--- config.mk ---
export PLATFORM = sky130hd
export DESIGN_NAME = mldb_front
export DESIGN_NICKNAME = d
export VERILOG_FILES = /design/src/mldb_pkg.sv /design/src/mldb_front.sv
export SDC_FILE = /design/constraint.sdc
export NUM_CORES = 1
export LEC_CHECK = 0
export ABC_AREA = 1
export BUFFER_PORTS_ARGS = -buffer_cell sky130_fd_sc_hd__clkbuf_2
export CORE_AREA = 3 3 142 144
export CTS_CLUSTER_SIZE = 40
export DETAILED_ROUTE_END_ITERATION = 16
export DIE_AREA = 0 0 145 147
export HOLD_SLACK_MARGIN = 0.15
export PLACE_DENSITY_LB_ADDON = 0.05
export SYNTH_ARGS = -nofsm -noshare
export SYNTH_HDL_FRONTEND = slang
export SYNTH_SLANG_ARGS = --single-unit
--- constraint.sdc ---
create_clock -name aclk -period 3.7 [get_ports aclk]
set_clock_uncertainty 0.15 [all_clocks]
set_input_delay 0.37 -clock aclk [delete_from_list [all_inputs] [get_ports aclk]]
set_output_delay 0.37 -clock aclk [all_outputs]
set_load 0.02 [all_outputs]
--- src/mldb_pkg.sv ---
// ----------------------------------------------------------------------------
// mldb_pkg
// Shared types, constants and helpers of the 2x2 box-filter mip downsampler.
// ----------------------------------------------------------------------------
package mldb_pkg;

    localparam int MAX_WIDTH  = 4096;
    localparam int MAX_HEIGHT = 4096;

    localparam int DIM_W      = 13;
    localparam int COL_W      = $clog2(MAX_WIDTH);
    localparam int ROW_W      = $clog2(MAX_HEIGHT);
    localparam int LINE_DEPTH = MAX_WIDTH / 2;
    localparam int LINE_AW    = $clog2(LINE_DEPTH);
    localparam int OY_W       = ROW_W - 1;
    localparam int LANE_W     = 10;
    localparam int PAIR_W     = 4 * LANE_W;
    localparam int PADDR_W    = 3;
    localparam int PDATA_W    = 32;
    localparam int QDEPTH     = 4;
    localparam int QAW        = $clog2(QDEPTH);

    localparam logic [0:0] REG_SRC_WIDTH  = 1'b0;
    localparam logic [0:0] REG_SRC_HEIGHT = 1'b1;

    typedef struct packed {
        logic [7:0] in_red;
        logic [7:0] in_green;
        logic [7:0] in_blue;
        logic [7:0] in_alpha;
    } in_t;

    typedef struct packed {
        logic [7:0] out_red;
        logic [7:0] out_green;
        logic [7:0] out_blue;
        logic [7:0] out_alpha;
        logic       level_done;
    } out_t;

    typedef struct packed {
        logic               w_one;
        logic               h_one;
        logic [COL_W-1:0]   w_last;
        logic [ROW_W-1:0]   h_last;
        logic [COL_W:0]     w_used;
        logic [ROW_W:0]     h_used;
        logic [LINE_AW-1:0] ox_last;
        logic [OY_W-1:0]    oy_last;
    } dims_t;

    typedef enum logic [1:0] {
        OP_WRITE     = 2'd0,
        OP_EMIT_LINE = 2'd1,
        OP_EMIT_DUP  = 2'd2
    } op_t;

    typedef struct packed {
        op_t                op;
        logic [LINE_AW-1:0] ox;
        logic [PAIR_W-1:0]  pair;
        logic               last;
    } qitem_t;

    typedef struct packed {
        logic full;
        logic empty;
    } q_stat_t;

    typedef struct packed {
        logic at_origin;
    } fr_stat_t;

    typedef struct packed {
        logic s1_valid;
    } bk_stat_t;

    function automatic logic [PAIR_W-1:0] pair_of(in_t a, in_t b);
        logic [LANE_W-1:0] r;
        logic [LANE_W-1:0] g;
        logic [LANE_W-1:0] bl;
        logic [LANE_W-1:0] al;
        r  = {2'b00, a.in_red}   + {2'b00, b.in_red};
        g  = {2'b00, a.in_green} + {2'b00, b.in_green};
        bl = {2'b00, a.in_blue}  + {2'b00, b.in_blue};
        al = {2'b00, a.in_alpha} + {2'b00, b.in_alpha};
        return {al, bl, g, r};
    endfunction

    function automatic logic [7:0] lane_avg(logic [LANE_W-1:0] s);
        logic [LANE_W:0] t;
        t = {1'b0, s} + (LANE_W+1)'(2);
        return t[LANE_W-1:2];
    endfunction

endpackage

--- src/mldb_front.sv ---
// ----------------------------------------------------------------------------
// mldb_front
// Source pixel intake: position tracking, horizontal pairing, classification.
// ----------------------------------------------------------------------------
module mldb_front (
    input  logic              aclk,
    input  logic              aresetn,
    input  logic              restart,
    input  mldb_pkg::dims_t   dims,
    input  logic              s_valid,
    output logic              s_ready,
    input  mldb_pkg::in_t     s_data,
    input  mldb_pkg::q_stat_t q_stat,
    output logic              q_push,
    output mldb_pkg::qitem_t  q_item,
    output mldb_pkg::fr_stat_t fr_stat
);
    import mldb_pkg::*;

    logic [COL_W-1:0] col_reg;
    logic [COL_W-1:0] col_next;
    logic [ROW_W-1:0] row_reg;
    logic [ROW_W-1:0] row_next;
    in_t              held_reg;
    in_t              held_next;
    logic             take;
    logic             have_pair;
    logic [PAIR_W-1:0] pair;
    logic [LINE_AW-1:0] ox;
    logic             emit_ok;

    assign s_ready           = ~q_stat.full;
    assign take              = s_valid & s_ready;
    assign fr_stat.at_origin = (col_reg == '0) && (row_reg == '0) && (held_reg == '0);

    always_comb begin
        held_next = held_reg;
        have_pair = 1'b0;
        pair      = pair_of(s_data, s_data);
        ox        = '0;
        if (dims.w_one) begin
            have_pair = (col_reg == '0);
        end else if ({1'b0, col_reg} < dims.w_used) begin
            if (!col_reg[0]) begin
                held_next = s_data;
            end else begin
                pair      = pair_of(held_reg, s_data);
                have_pair = 1'b1;
                ox        = col_reg[COL_W-1:1];
            end
        end

        emit_ok     = 1'b0;
        q_item.op   = OP_WRITE;
        q_item.ox   = ox;
        q_item.pair = pair;
        q_item.last = 1'b0;
        if (have_pair) begin
            if (dims.h_one) begin
                if (row_reg == '0) begin
                    emit_ok     = 1'b1;
                    q_item.op   = OP_EMIT_DUP;
                    q_item.last = (ox == dims.ox_last);
                end
            end else if ({1'b0, row_reg} < dims.h_used) begin
                emit_ok = 1'b1;
                if (row_reg[0]) begin
                    q_item.op   = OP_EMIT_LINE;
                    q_item.last = (ox == dims.ox_last)
                               && (row_reg[ROW_W-1:1] == dims.oy_last);
                end
            end
        end
        q_push = take & emit_ok;

        if (col_reg == dims.w_last) begin
            col_next = '0;
            row_next = (row_reg == dims.h_last) ? '0 : row_reg + ROW_W'(1);
        end else begin
            col_next = col_reg + COL_W'(1);
            row_next = row_reg;
        end
    end

    always_ff @(posedge aclk) begin
        if (!aresetn || restart) begin
            col_reg  <= '0;
            row_reg  <= '0;
            held_reg <= '0;
        end else if (take) begin
            col_reg  <= col_next;
            row_reg  <= row_next;
            held_reg <= held_next;
        end
    end

endmodule

Word-level counts from Yosys, hierarchy flattened
Index checks and enable logic that the tools add are counted.
{ "op_classes": {"add_sub_neg": 10, "magnitude_cmp": 2, "n_eq_ne": 4, "n_mux": 25, "bitwise": 5, "n_reduce_logical": 10} }
{ "op_table": {"columns": ["cell", "count"], "rows": [
  ["two-way mux 39 bit", 3],
  ["adder 8 x 8 -> 9 bit", 8],
  ["two-way mux 11 bit", 3],
  ["zero test 32 bit", 1],
  ["< comparator 12 x 13 -> 1 bit", 2],
  ["adder 12 x 1 -> 12 bit, second input constant", 2],
  ["== test 12 bit", 2],
  ["zero test 12 bit", 2],
  ["two-way mux 12 bit", 2],
  ["== test 11 bit", 2],
  ["two-way mux 1 bit", 14],
  ["two-way mux 2 bit", 3],
  ["AND reduction 4 bit", 1],
  ["logical AND 1 bit", 3],
  ["inverter 1 bit", 3],
  ["bitwise AND 1 bit", 2],
  ["AND reduction 2 bit", 1],
  ["zero test 1 bit", 1],
  ["logical OR 1 bit", 1]
]} }
{ "word_totals": {"regBits": 56, "in_bits": 112, "out_inout_bits": 57, "elab_cells": 62} }

Depth between registers and ports, before layout
Gate-level depths: netlist of run 1.
{ "depth": {"word_depth": 9, "mapped_depth": 17, "ltp_nobuf": 17} }

Worst setup path before layout of run 1
OpenSTA, ideal clock, no wires.
{ "synth_timing": {"path_type": "in2out", "startpoint": "input port dims[43] (netlist name)", "endpoint": "output port q_item[0] (netlist name)", "arrival_ps": 2302, "required_time_ps": 3180, "slack_ps": 878, "stages": 13, "path_buffers": 0, "cell_sequence": "inv_1 ha_1 a21oi_1 nand2_1 a21oi_4 nand3b_1 nor2_1 nor2_1 nor2_1 nand2_1 nor2_1 nand2_1 nor2_1"} }
{ "synth_rtl": {"columns": ["item", "line", "source"], "rows": [
  ["from (decl)", "mldb_front.sv:9", "input mldb_pkg::dims_t dims,"],
  ["to (decl)", "mldb_front.sv:15", "output mldb_pkg::qitem_t q_item,"]
]} }

==> results of run 1 <==
==> Yosys cell counts, types with 2 or more instances <==
cell / instances
nand2_1: 157
inv_1: 138
nor2_1: 130
a21oi_1: 70
o21ai_0: 69
ha_1: 58
dfxtp_1: 56
nand3_1: 31
nand4_1: 27
xnor2_1: 26
xor2_1: 18
nor3_1: 16
nor4_1: 13
clkbuf_1: 11
buf_2: 6
buf_4: 6
or2_2: 6
a211oi_1: 5
nand3b_1: 5
a21o_1: 4
a22oi_1: 4
fa_1: 4
inv_2: 4
o211ai_1: 4
clkbuf_2: 2
nand2_2: 2
nand2_4: 2
nor2_2: 2
nor3b_1: 2
nor4_2: 2
==> power groups by stage <==
stage	clock [W]	combinational, W	sequential, W
2_1_floorplan	0	0.000233	0.000630
3_3_place_gp	0	0.000382	0.000633
3_5_place_dp	0	0.000381	0.000632
4_1_cts	0.000578	0.000384	0.000618
5_1_grt	0.000608	0.000431	0.000620
6_report	0.000558	0.000377	0.000618
==> cell type report <==
type	instances	area (um2)	area share
timing repair buffer	173	891	0.128
clock inverter	3	42.5	0.00613
multi-input combinational	675	3900	0.562
tap	260	325	0.0469
sequential	56	1120	0.162
inverter	142	533	0.0768
clock buffer	5	125	0.0180
==> per-stage QoR <==
stage	cell area [um2]	power [W]	TNS (ns)	hold WS (ns)	utilization
5_1_grt	6940	0.00166	-0.000154	0.188	0.369
2_1_floorplan	5690	0.000863	0	0.330	-
6_report	6940	0.00155	0	0.186	0.369
3_5_place_dp	6770	0.00101	0	0.379	0.360
3_3_place_gp	6770	0.00101	0	0.378	0.360
4_1_cts	6940	0.00158	0	0.174	0.369
==> critical path, delay by kind of cell, from the launching register on <==
kind,cells,cell delay [ns]
DFF,1,0.52
AOI/OAI and AO/OA,1,0.37
and+or+nand+nor,10,1.19
adders and majority gates,1,0.31
buffers and inverters,1,0.19
==> how the worst max path moves through the flow <==
stage	startpoint	endpoint	slack (ns)	depth (start not counted)
final	col_reg[9]	q_item[0]	0.31	13
after global routing	col_reg[4]	q_item[0]	-0.0002	13
after CTS	col_reg[10]	q_item[0]	0.16	15
after detailed placement	col_reg[10]	q_item[0]	0.49	15
after global placement	col_reg[10]	q_item[26]	0.52	13
after floorplan	dims[43]	q_item[0]	0.88	13
==> layer usage <==
metal / share of wire / wire (um) / GRT usage
met4: 0.0097 / 171 / 0.0271
met5: 0 / 0 / 0
met1: 0.46 / 8140 / 0.205
met3: 0.050 / 875 / 0.0318
met2: 0.48 / 8450 / 0.300
==> repair_timing <==
| action | in CTS | in global routing |
|---|---|---|
| endpoints found under the hold margin | 0 | 0 |
| hold buffers | 0 | 0 |
| endpoints found under the setup margin | 0 | 5 |
| gates resized for setup | 0 | 1 |
==> logic make-up (layout without fill, tap and decap cells) <==
| kind of cell | after synthesis | after routing | synth area share |
|---|---|---|---|
| adder cells (fa/ha/maj) | 62 | 62 | 0.142 |
| other | 1 | 4 | 0.000660 |
| XOR/XNOR | 44 | 44 | 0.0678 |
| buffers and inverters | 169 | 323 | 0.119 |
| AND/OR/NAND/NOR | 400 | 400 | 0.315 |
| flip-flops | 56 | 56 | 0.197 |
| AO/OA/AOI/OAI | 165 | 165 | 0.159 |
==> key figures, run 1 <==
Cells and area
  • Layout Nets: 1227
  • Layout cells sized above 1: 0.195
  • Commonest non-fill, non-tap cell in the layout: clkbuf_2
  • Post-route non-filler standard cell count: 1314
  • Final antenna diode count: 0
  • Filler Cells Inserted: 2098
  • Area Overhead vs Synth: 22.1%
  • Max reg flops: 32
  • Most frequent cells in the layout: clkbuf_2, nand2_1, inv_1

Clocking
  • Max H-tree Level: 2
  • CTS Root Cell: clkbuf_16
  • Clk buf depth: 2
  • Clock slew at reported path FFs: approximately 0.08 ns
  • CTS tree: done
  • Post-CTS Setup Inserts: 0
  • Worst skew pair latency: 0.29 ns
  • Clock sinks: 56
  • CTS Buf Count: 5

Critical path
  • Worst Reg-to-Reg Cells: 10
  • R2R setup slack: 1.05 ns
  • Worst path max stage delay: 0.52 ns
  • Crit-path most repeated cell: nand2_1
  • Req. time, crit path: 3.18 ns
  • Reg-to-reg endpoint: held_reg[29]
  • Crit Path Class: reg2out
  • Setup crit start kind: flop
  • CP Cell Sequence: ha_1 -> nand2_1 -> nor3_1 -> a21oi_4 -> nand2_4 -> nor2_1 -> nand4_1 -> nand2_1 -> nand2_1 -> nor2_1 -> nand2_1 -> nor2_1 -> clkbuf_2
  • Critical path arrival: 2.87 ns
  • Worst Setup End Kind: output pin
  • CP Max Fanout: 10
  • Slowest stage cell on the critical path: dfxtp_1
  • R2r startpoint: col_reg[9]

Detailed routing
  • Post-route ant nets: 0
  • DR pass1 iterations: 4
  • Initial DRC count: between 200 and 250
  • DR vias: about 6000
  • Final WL: 17.6 mm
  • DR vias/cell: about 4.6
  • DR WL/cell: 13.4 um
  • Residual DRC count: 0

Power
  • Power per cell area: 224 nW/um2
  • Gate power share: 0.243
  • Clk network pwr share: 0.359
  • P_sw: 0.000473 W
  • Peak supply drop: 0.000184 V
  • Sw Ratio: 0.305
  • Seq pwr share: 0.398
  • P_int: roughly 0.0011 W
  • Static leakage: roughly 3.7 nW

Timing
  • Final period util: 0.916
  • Setup violators final: 0
  • Max_slew headroom: 0.605
  • Minimum clock period after layout: about 3.4 ns
  • Final WS setup: 0.311 ns
  • Max frequency: ~300 MHz
  • Worst Tran Pin Value: 0.586 ns
  • Final hold vios: 0
  • Max Slew Vio Count: 0

Logic synthesis
  • Post-synth EDFFs: 0
  • Post-synth cell types: 47
  • Largest area contributor in the netlist: dfxtp_1
  • Synth Area per Inst: 6.34 um2
  • Post-synthesis cell area: between 5000 and 6000 um2
  • Yosys Warn Count: 0
  • Ys flop type: dfxtp_1
  • Sequential element share of the synthesized area: 0.197
  • Syn Inst Count: between 800 and 900
  • Yosys top cell area share: 0.197
  • Post-synthesis async set-or-reset flop share: 0
  • Synthesized flop and latch total: 56
  • Area contributors post-synth: dfxtp_1, ha_1, nand2_1

Place
  • Post-Place Cells: 1306
  • IO Port Bufs: 163
  • DPL Wire Length: 14.3 mm
  • DP Worst Slack: 0.493 ns
  • Gpl congestion: between 0.8 and 0.9

Min path
  • Hold Crit Endpoint: held_reg[16]
  • Worst hold start: s_data[16]
  • Worst min-delay path category: in2reg
  • Hold depth: 3

GRT
  • Vias in the first global route: 5909
  • First-pass GRT wire length: just under 30 mm
  • GR Overflow Total: 0
  • GRT Total Usage: 0.165
  • Initial antenna violation count: 0
  • Largest net degree at the start of global routing: 33

Floorplan
  • I/O pin total: 169
  • Die ar.: 21300 um2
  • Die width: between 100 and 150 um
  • Row Count: 50
  • Starting Density: 0.302
  • Die height: 147 um
  • Core area: 18800 um2

Run status
  • Status: completed

Flow run
  • Max_cap viols: 0
No activity file was read; power rests on OpenSTA's default activity.
==> inputs of run 2 (changes only) <==
--- a/config.mk
+++ b/config.mk
@@ -13,6 +13,7 @@
 export DIE_AREA = 0 0 145 147
 export HOLD_SLACK_MARGIN = 0.15
 export PLACE_DENSITY_LB_ADDON = 0.05
+export RECOVER_POWER = 25
 export SYNTH_ARGS = -nofsm -noshare
 export SYNTH_HDL_FRONTEND = slang
 export SYNTH_SLANG_ARGS = --single-unit
==> run 2 against run 1 <==
Against the previous run: utilization decreased by 0.21 points; first-iteration DRC count shrank 9.6%; die area unchanged; total power decreased by 0.16%; wire length fell by 0.14%; sequential cell count did not move; worst setup slack better by 0.00068 ns; maximum frequency about the same; critical endpoint unchanged.
==> key figures, run 2 (synthesis results as in run 1) <==
Clocking
  • Clock sinks: 56 (unchanged)
  • Max H-tree Level: 2 (unchanged)
  • Clk buf depth: 2 (unchanged)
  • CTS Root Cell: clkbuf_16
  • CTS tree: done
  • Worst skew pair latency: 0.29 ns (about the same)
  • CTS Buf Count: 5 (unchanged)
  • Clock slew at reported path FFs: 0.08 ns (about the same)
  • Post-CTS Hold Fix Bufs: 0 (unchanged)

GRT
  • GRT Total Usage: 0.165 (unchanged)
  • Vias in the first global route: 5909 (unchanged)
  • Largest net degree at the start of global routing: 33 (unchanged)
  • First-pass GRT wire length: 29.3 mm (unchanged)
  • GR Overflow Total: 0 (unchanged)
  • Initial antenna violation count: 0 (unchanged)

Critical path
  • CP Cell Sequence: ha_1 -> a21oi_1 -> nand3_1 -> nand2_4 -> nand2_4 -> nor2_1 -> nand4_1 -> nand2_1 -> nand2_1 -> nor2_1 -> nand2_1 -> nor2_1 -> clkbuf_2
  • R2r startpoint: col_reg[4]
  • Reg-to-reg endpoint: held_reg[29]
  • Worst Reg-to-Reg Cells: 10 (unchanged)
  • Worst Setup End Kind: output pin
  • Slowest stage cell on the critical path: dfxtp_1
  • Worst path max stage delay: 0.52 ns (about the same)
  • Req. time, crit path: 3.18 ns (about the same)
  • CP Max Fanout: 10 (unchanged)
  • Setup crit start kind: flop
  • Critical path arrival: 2.87 ns (about the same)
  • R2R setup slack: 0.70 ns (-0.35 ns)
  • Crit Path Class: reg2out

Power
  • Peak supply drop: 0.000184 V (about the same)
  • Static leakage: 3.70 nW (-0.25%)
  • Power per cell area: 225 nW/um2 (+0.41%)

Floorplan
  • Die height: 147 um (unchanged)
  • Die ar.: 21300 um2 (unchanged)
  • Core area: 18800 um2 (unchanged)
  • Row Count: 50 (unchanged)
  • Starting Density: 0.302 (unchanged)
  • I/O pin total: 169 (unchanged)
  • Die width: 145 um (unchanged)

Detailed routing
  • DR vias: 5990 (-0.13%)
  • Residual DRC count: 0 (unchanged)
  • DR pass1 iterations: 5 (+1)
  • Initial DRC count: 197 (-9.6%)
  • DR vias/cell: 4.56 (-0.13%)
  • DR WL/cell: 13.4 um (-0.14%)
  • Post-route ant nets: 0 (unchanged)
  • Final WL: 17.6 mm (-0.14%)

Flow run
  • Max_cap viols: 0 (unchanged)

Timing
  • Worst Tran Pin Value: 0.656 ns (+0.0693 ns)
  • Final hold vios: 0 (unchanged)
  • Max_slew headroom: 0.559 (-0.0467)
  • Max Slew Vio Count: 0 (unchanged)
  • Setup tns final: 0 ns (unchanged)
  • Final WS setup: 0.311 ns (+0.000677 ns)
  • Minimum clock period after layout: 3.39 ns (-0.000677 ns)
  • Max frequency: 295 MHz (about the same)
  • Setup violators final: 0 (unchanged)
  • Final period util: 0.916 (about the same)

Place
  • Placed Area: 6770 um2 (unchanged)
  • Gpl congestion: 0.804 (unchanged)
  • Post-Place Cells: 1306 (unchanged)
  • DP Worst Slack: 0.493 ns (unchanged)
  • IO Port Bufs: 163 (unchanged)
  • DPL Wire Length: 14.3 mm (unchanged)

Cells and area
  • Max reg flops: 32 (unchanged)
  • Layout Nets: 1227 (unchanged)
  • Design area: 6900 um2 (-0.56%)
  • Layout cells sized above 1: 0.186 (-0.00949)
  • Commonest non-fill, non-tap cell in the layout: clkbuf_2
  • Post-route non-filler standard cell count: 1314 (unchanged)
  • Final antenna diode count: 0 (unchanged)
  • Most frequent cells in the layout: clkbuf_2, nand2_1, inv_1
  • Area Overhead vs Synth: 21.4%
  • Filler Cells Inserted: 2112 (+0.67%)

Min path
  • Worst min-delay path category: in2reg
  • Worst hold start: s_data[16]
  • Hold depth: 3 (unchanged)
  • Hold Crit Endpoint: held_reg[16]

Run status
  • Status: completed
run 2: routing by layer:
metal	track usage	up-vias	wire (um)
li1	-	3244	-
met1	0.205	2618	8120
met2	0.300	118	8460
met3	0.0318	10	880
met4	0.0271	0	157
met5	0	-	0
run 2: what timing repair did:
action | CTS | global route
endpoints found under the setup margin | 0 | 5
setup buffers | 0 | 0
gates resized for setup | 0 | 1
run 2: how the worst max path moves through the flow:
stage	start	to	slack, ns	cells after the start
finish	col_reg[4]	q_item[0]	0.31	13
global route	col_reg[4]	q_item[0]	-0.0002	13
CTS	col_reg[10]	q_item[0]	0.16	15
detailed placement	col_reg[10]	q_item[0]	0.49	15
global placement	col_reg[10]	q_item[26]	0.52	13
floorplan	dims[43]	q_item[0]	0.88	13
run 2: through the flow:
step / hold slack [ns] / util / total power [W]
after floorplan: 0.330 / - / 0.000863
final: 0.187 / 0.367 / 0.00155
after CTS: 0.174 / 0.369 / 0.00158
after global placement: 0.378 / 0.360 / 0.00101
after detailed placement: 0.379 / 0.360 / 0.00101
after global routing: 0.188 / 0.367 / 0.00166
run 2: worst max-delay path, delay by kind of cell, from the launching register on:
family          cells  cell delay (ns)
flops               1             0.52
simple gates       10             1.34
compound gates      1             0.20
fa+ha+maj           1             0.32
buf+inv             1             0.19
run 2: area by class of cell:
| cell class | instances | area, um2 | area share |
|---|---|---|---|
| multi-input cells | 675 | 3870 | 0.561 |
| flip-flops and latches | 56 | 1120 | 0.163 |
| repair buffers | 173 | 882 | 0.128 |
| inverters | 142 | 533 | 0.0772 |
| well taps | 260 | 325 | 0.0471 |
| clock buffers | 5 | 125 | 0.0181 |
| clock inverters | 3 | 42.5 | 0.00616 |
run 2: power breakdown:
part / switching (W) / total, W / internal, W
logic: 0.000227 / 0.000375 / 0.000148
registers: 0.00000727 / 0.000618 / 0.000611
clock network: 0.000238 / 0.000557 / 0.000319
total: 0.000472 / 0.00155 / 0.00108
==> inputs of run 3 (changes only) <==
--- a/config.mk
+++ b/config.mk
@@ -6,7 +6,7 @@
 export NUM_CORES = 1
 export LEC_CHECK = 0
 export ABC_AREA = 1
-export BUFFER_PORTS_ARGS = -buffer_cell sky130_fd_sc_hd__clkbuf_2
+export BUFFER_PORTS_ARGS = -buffer_cell sky130_fd_sc_hd__buf_2
 export CORE_AREA = 3 3 142 144
 export CTS_CLUSTER_SIZE = 40
 export DETAILED_ROUTE_END_ITERATION = 16
==> run 3 against run 2 <==
Against the previous run: first-iteration DRC count rose by 22%; total power hardly changed; register-to-register slack lost 0.03 ns; utilization increased by 0.073 points; maximum frequency grew 0.57%; wire length grew 1.0%; non-clock buffer count up 1; sequential share of layout area hardly changed; design area rose by 0.20%; clock power about the same; largest cell class unchanged; final cell count about the same.
==> key figures, run 3 (synthesis results as in run 1) <==
Run status
  • Status: completed

Place
  • IO Port Bufs: 163 (unchanged)
  • Placed Area: 6780 um2 (+0.11%)
  • DPL Wire Length: 14.3 mm (-0.11%)
  • Post-Place Cells: 1307 (+0.077%)
  • Gpl congestion: 0.816 (+1.5%)

Critical path
  • Req. time, crit path: 3.18 ns (about the same)
  • Worst Setup End Kind: output pin
  • CP Max Fanout: 10 (unchanged)
  • CP delay by family, top: simple AND/OR/NAND/NOR gates
  • Critical path arrival: 2.85 ns (-0.02 ns)
  • CP Cell Sequence: ha_1 -> nand2_1 -> nor3_1 -> a21oi_4 -> nand2_4 -> nor2_1 -> nand4_1 -> nand2_1 -> nand2_1 -> nor2_1 -> nand2_1 -> nor2_1 -> buf_2
  • Setup crit start kind: flop
  • Slowest stage cell on the critical path: dfxtp_1
  • Crit-path most repeated cell: nand2_1
  • Crit Path Class: reg2out
  • Worst path max stage delay: 0.54 ns (+0.02 ns)
  • Buf/Inv on CP: 1 (unchanged)

Timing
  • Max_slew headroom: 0.598 (+0.0393)
  • Hold_ws: 0.177 ns (-0.00975 ns)
  • RSZ-0062 raised after global routing: no
  • Worst Tran Pin Value: 0.603 ns (-0.0529 ns)
  • Final period util: 0.911 (-0.00515)
  • Minimum clock period after layout: 3.37 ns (-0.0190 ns)
  • Setup violators final: 0 (unchanged)
  • Max frequency: 297 MHz (+0.57%)
  • Max Slew Vio Count: 0 (unchanged)
  • Setup tns final: 0 ns (unchanged)
  • Final hold vios: 0 (unchanged)

Detailed routing
  • Final WL: 17.8 mm (+1.0%)
  • DR pass1 iterations: 4 (-1)
  • Initial DRC count: 240 (+22%)
  • DR vias: 6028 (+0.63%)
  • DR WL/cell: 13.5 um (+0.97%)
  • Post-route ant nets: 0 (unchanged)
  • DR vias/cell: 4.58 (+0.56%)
  • Residual DRC count: 0 (unchanged)

Clocking
  • Max H-tree Level: 2 (unchanged)
  • CTS Root Cell: clkbuf_16
  • Clock slew at reported path FFs: 0.08 ns (about the same)
  • Clk buf depth: 2 (unchanged)
  • Clock sinks: 56 (unchanged)
  • Post-CTS Hold Fix Bufs: 0 (unchanged)
  • Worst skew pair latency: 0.30 ns (about the same)
  • CTS Buf Count: 5 (unchanged)
  • CTS tree: done

GRT
  • Vias in the first global route: 5893 (-0.27%)
  • Largest net degree at the start of global routing: 33 (unchanged)
  • GRT Total Usage: 0.165 (+0.000618)
  • Initial antenna violation count: 3 (+3)
  • GR Overflow Total: 0 (unchanged)
  • First-pass GRT wire length: 29.4 mm (+0.12%)

Cells and area
  • Layout Nets: 1228 (+0.081%)
  • Post-route non-filler standard cell count: 1315 (+0.076%)
  • Most frequent cells in the layout: buf_2, nand2_1, inv_1
  • Max reg flops: 32 (unchanged)
  • Area Overhead vs Synth: 21.7%
  • Commonest non-fill, non-tap cell in the layout: buf_2
  • Design area: 6920 um2 (+0.20%)
  • Final antenna diode count: 0 (unchanged)
  • Layout cells sized above 1: 0.188 (+0.00172)

Floorplan
  • Die height: 147 um (unchanged)
  • I/O pin total: 169 (unchanged)
  • Row Count: 50 (unchanged)
  • Die ar.: 21300 um2 (unchanged)
  • Die width: 145 um (unchanged)
  • Starting Density: 0.302 (unchanged)
  • Core area: 18800 um2 (unchanged)

Power
  • Power per cell area: 224 nW/um2 (-0.12%)
  • Peak supply drop: 0.000216 V (+17%)
  • Static leakage: 3.69 nW (-0.21%)
  • Final Power: 0.00155 W (about the same)

Flow run
  • Max_cap viols: 0 (unchanged)

Min path
  • Worst min-delay path category: in2reg
run 3: cell count changes in the layout (fill, tap and decap cells not counted):
cell,before,now
nor4_2,0,1
clkbuf_2,162,0
buf_2,0,162
buf_4,8,9
nor4_1,15,14
run 3: layout make-up:
| class | instances | area, um2 |
|---|---|---|
| clock inverters | 3 | 42.5 |
| multi-input cells | 675 | 3880 |
| repair buffers | 174 | 890 |
| fillers | 2117 | 11900 |
| clock buffers | 5 | 125 |
| inverters | 142 | 533 |
| well taps | 260 | 325 |
| flip-flops and latches | 56 | 1120 |
run 3: final timing paths:
kind,startpoint,to,slack [ns],cells past startpoint
min,s_data[14],held_reg[14],0.18,3
max,col_reg[9],q_item[0],0.33,13
max reg2reg,col_reg[9],held_reg[30],0.67,10
min reg2reg,row_reg[0],row_reg[0],0.40,2
run 3: worst reg2reg max path: stages (launching register included):
cell and delay (ns):
dfxtp_1 0.54, ha_1 0.32, nand2_1 0.07, nor3_1 0.09, a21oi_4 0.36, nand2_4 0.10, nor3_4 0.12, clkbuf_1 0.49
inv_2 0.41, nor2_1 0.22, nor2_1 0.06
run 3: per-layer routing:
metal | global-route usage | vias up | part of all wire
met5 | 0 | - | 0.0016
met4 | 0.0366 | 6 | 0.014
met3 | 0.0361 | 20 | 0.055
met2 | 0.293 | 151 | 0.47
met1 | 0.206 | 2600 | 0.46
li1 | - | 3251 | -
run 3: timing repair:
item / CTS / global route
setup endpoints to repair: 0 / 5
setup buffers: 0 / 0
hold endpoints to repair: 0 / 0
resized for setup: 0 / 1
run 3: stage by stage:
stage | worst slack [ns] | util
global placement | 0.557 | 0.360
global route | 0.0284 | 0.367
CTS | 0.165 | 0.369
detailed placement | 0.511 | 0.360
floorplan | 0.878 | -
finish | 0.331 | 0.367
run 3: report_power, final:
group | switching (W) | internal (W) | total, W | leakage (nW)
clock network | 0.000239 | 0.000319 | 0.000558 | 0.0798
registers | 0.00000732 | 0.000611 | 0.000618 | 0.453
logic | 0.000226 | 0.000149 | 0.000375 | 3.16
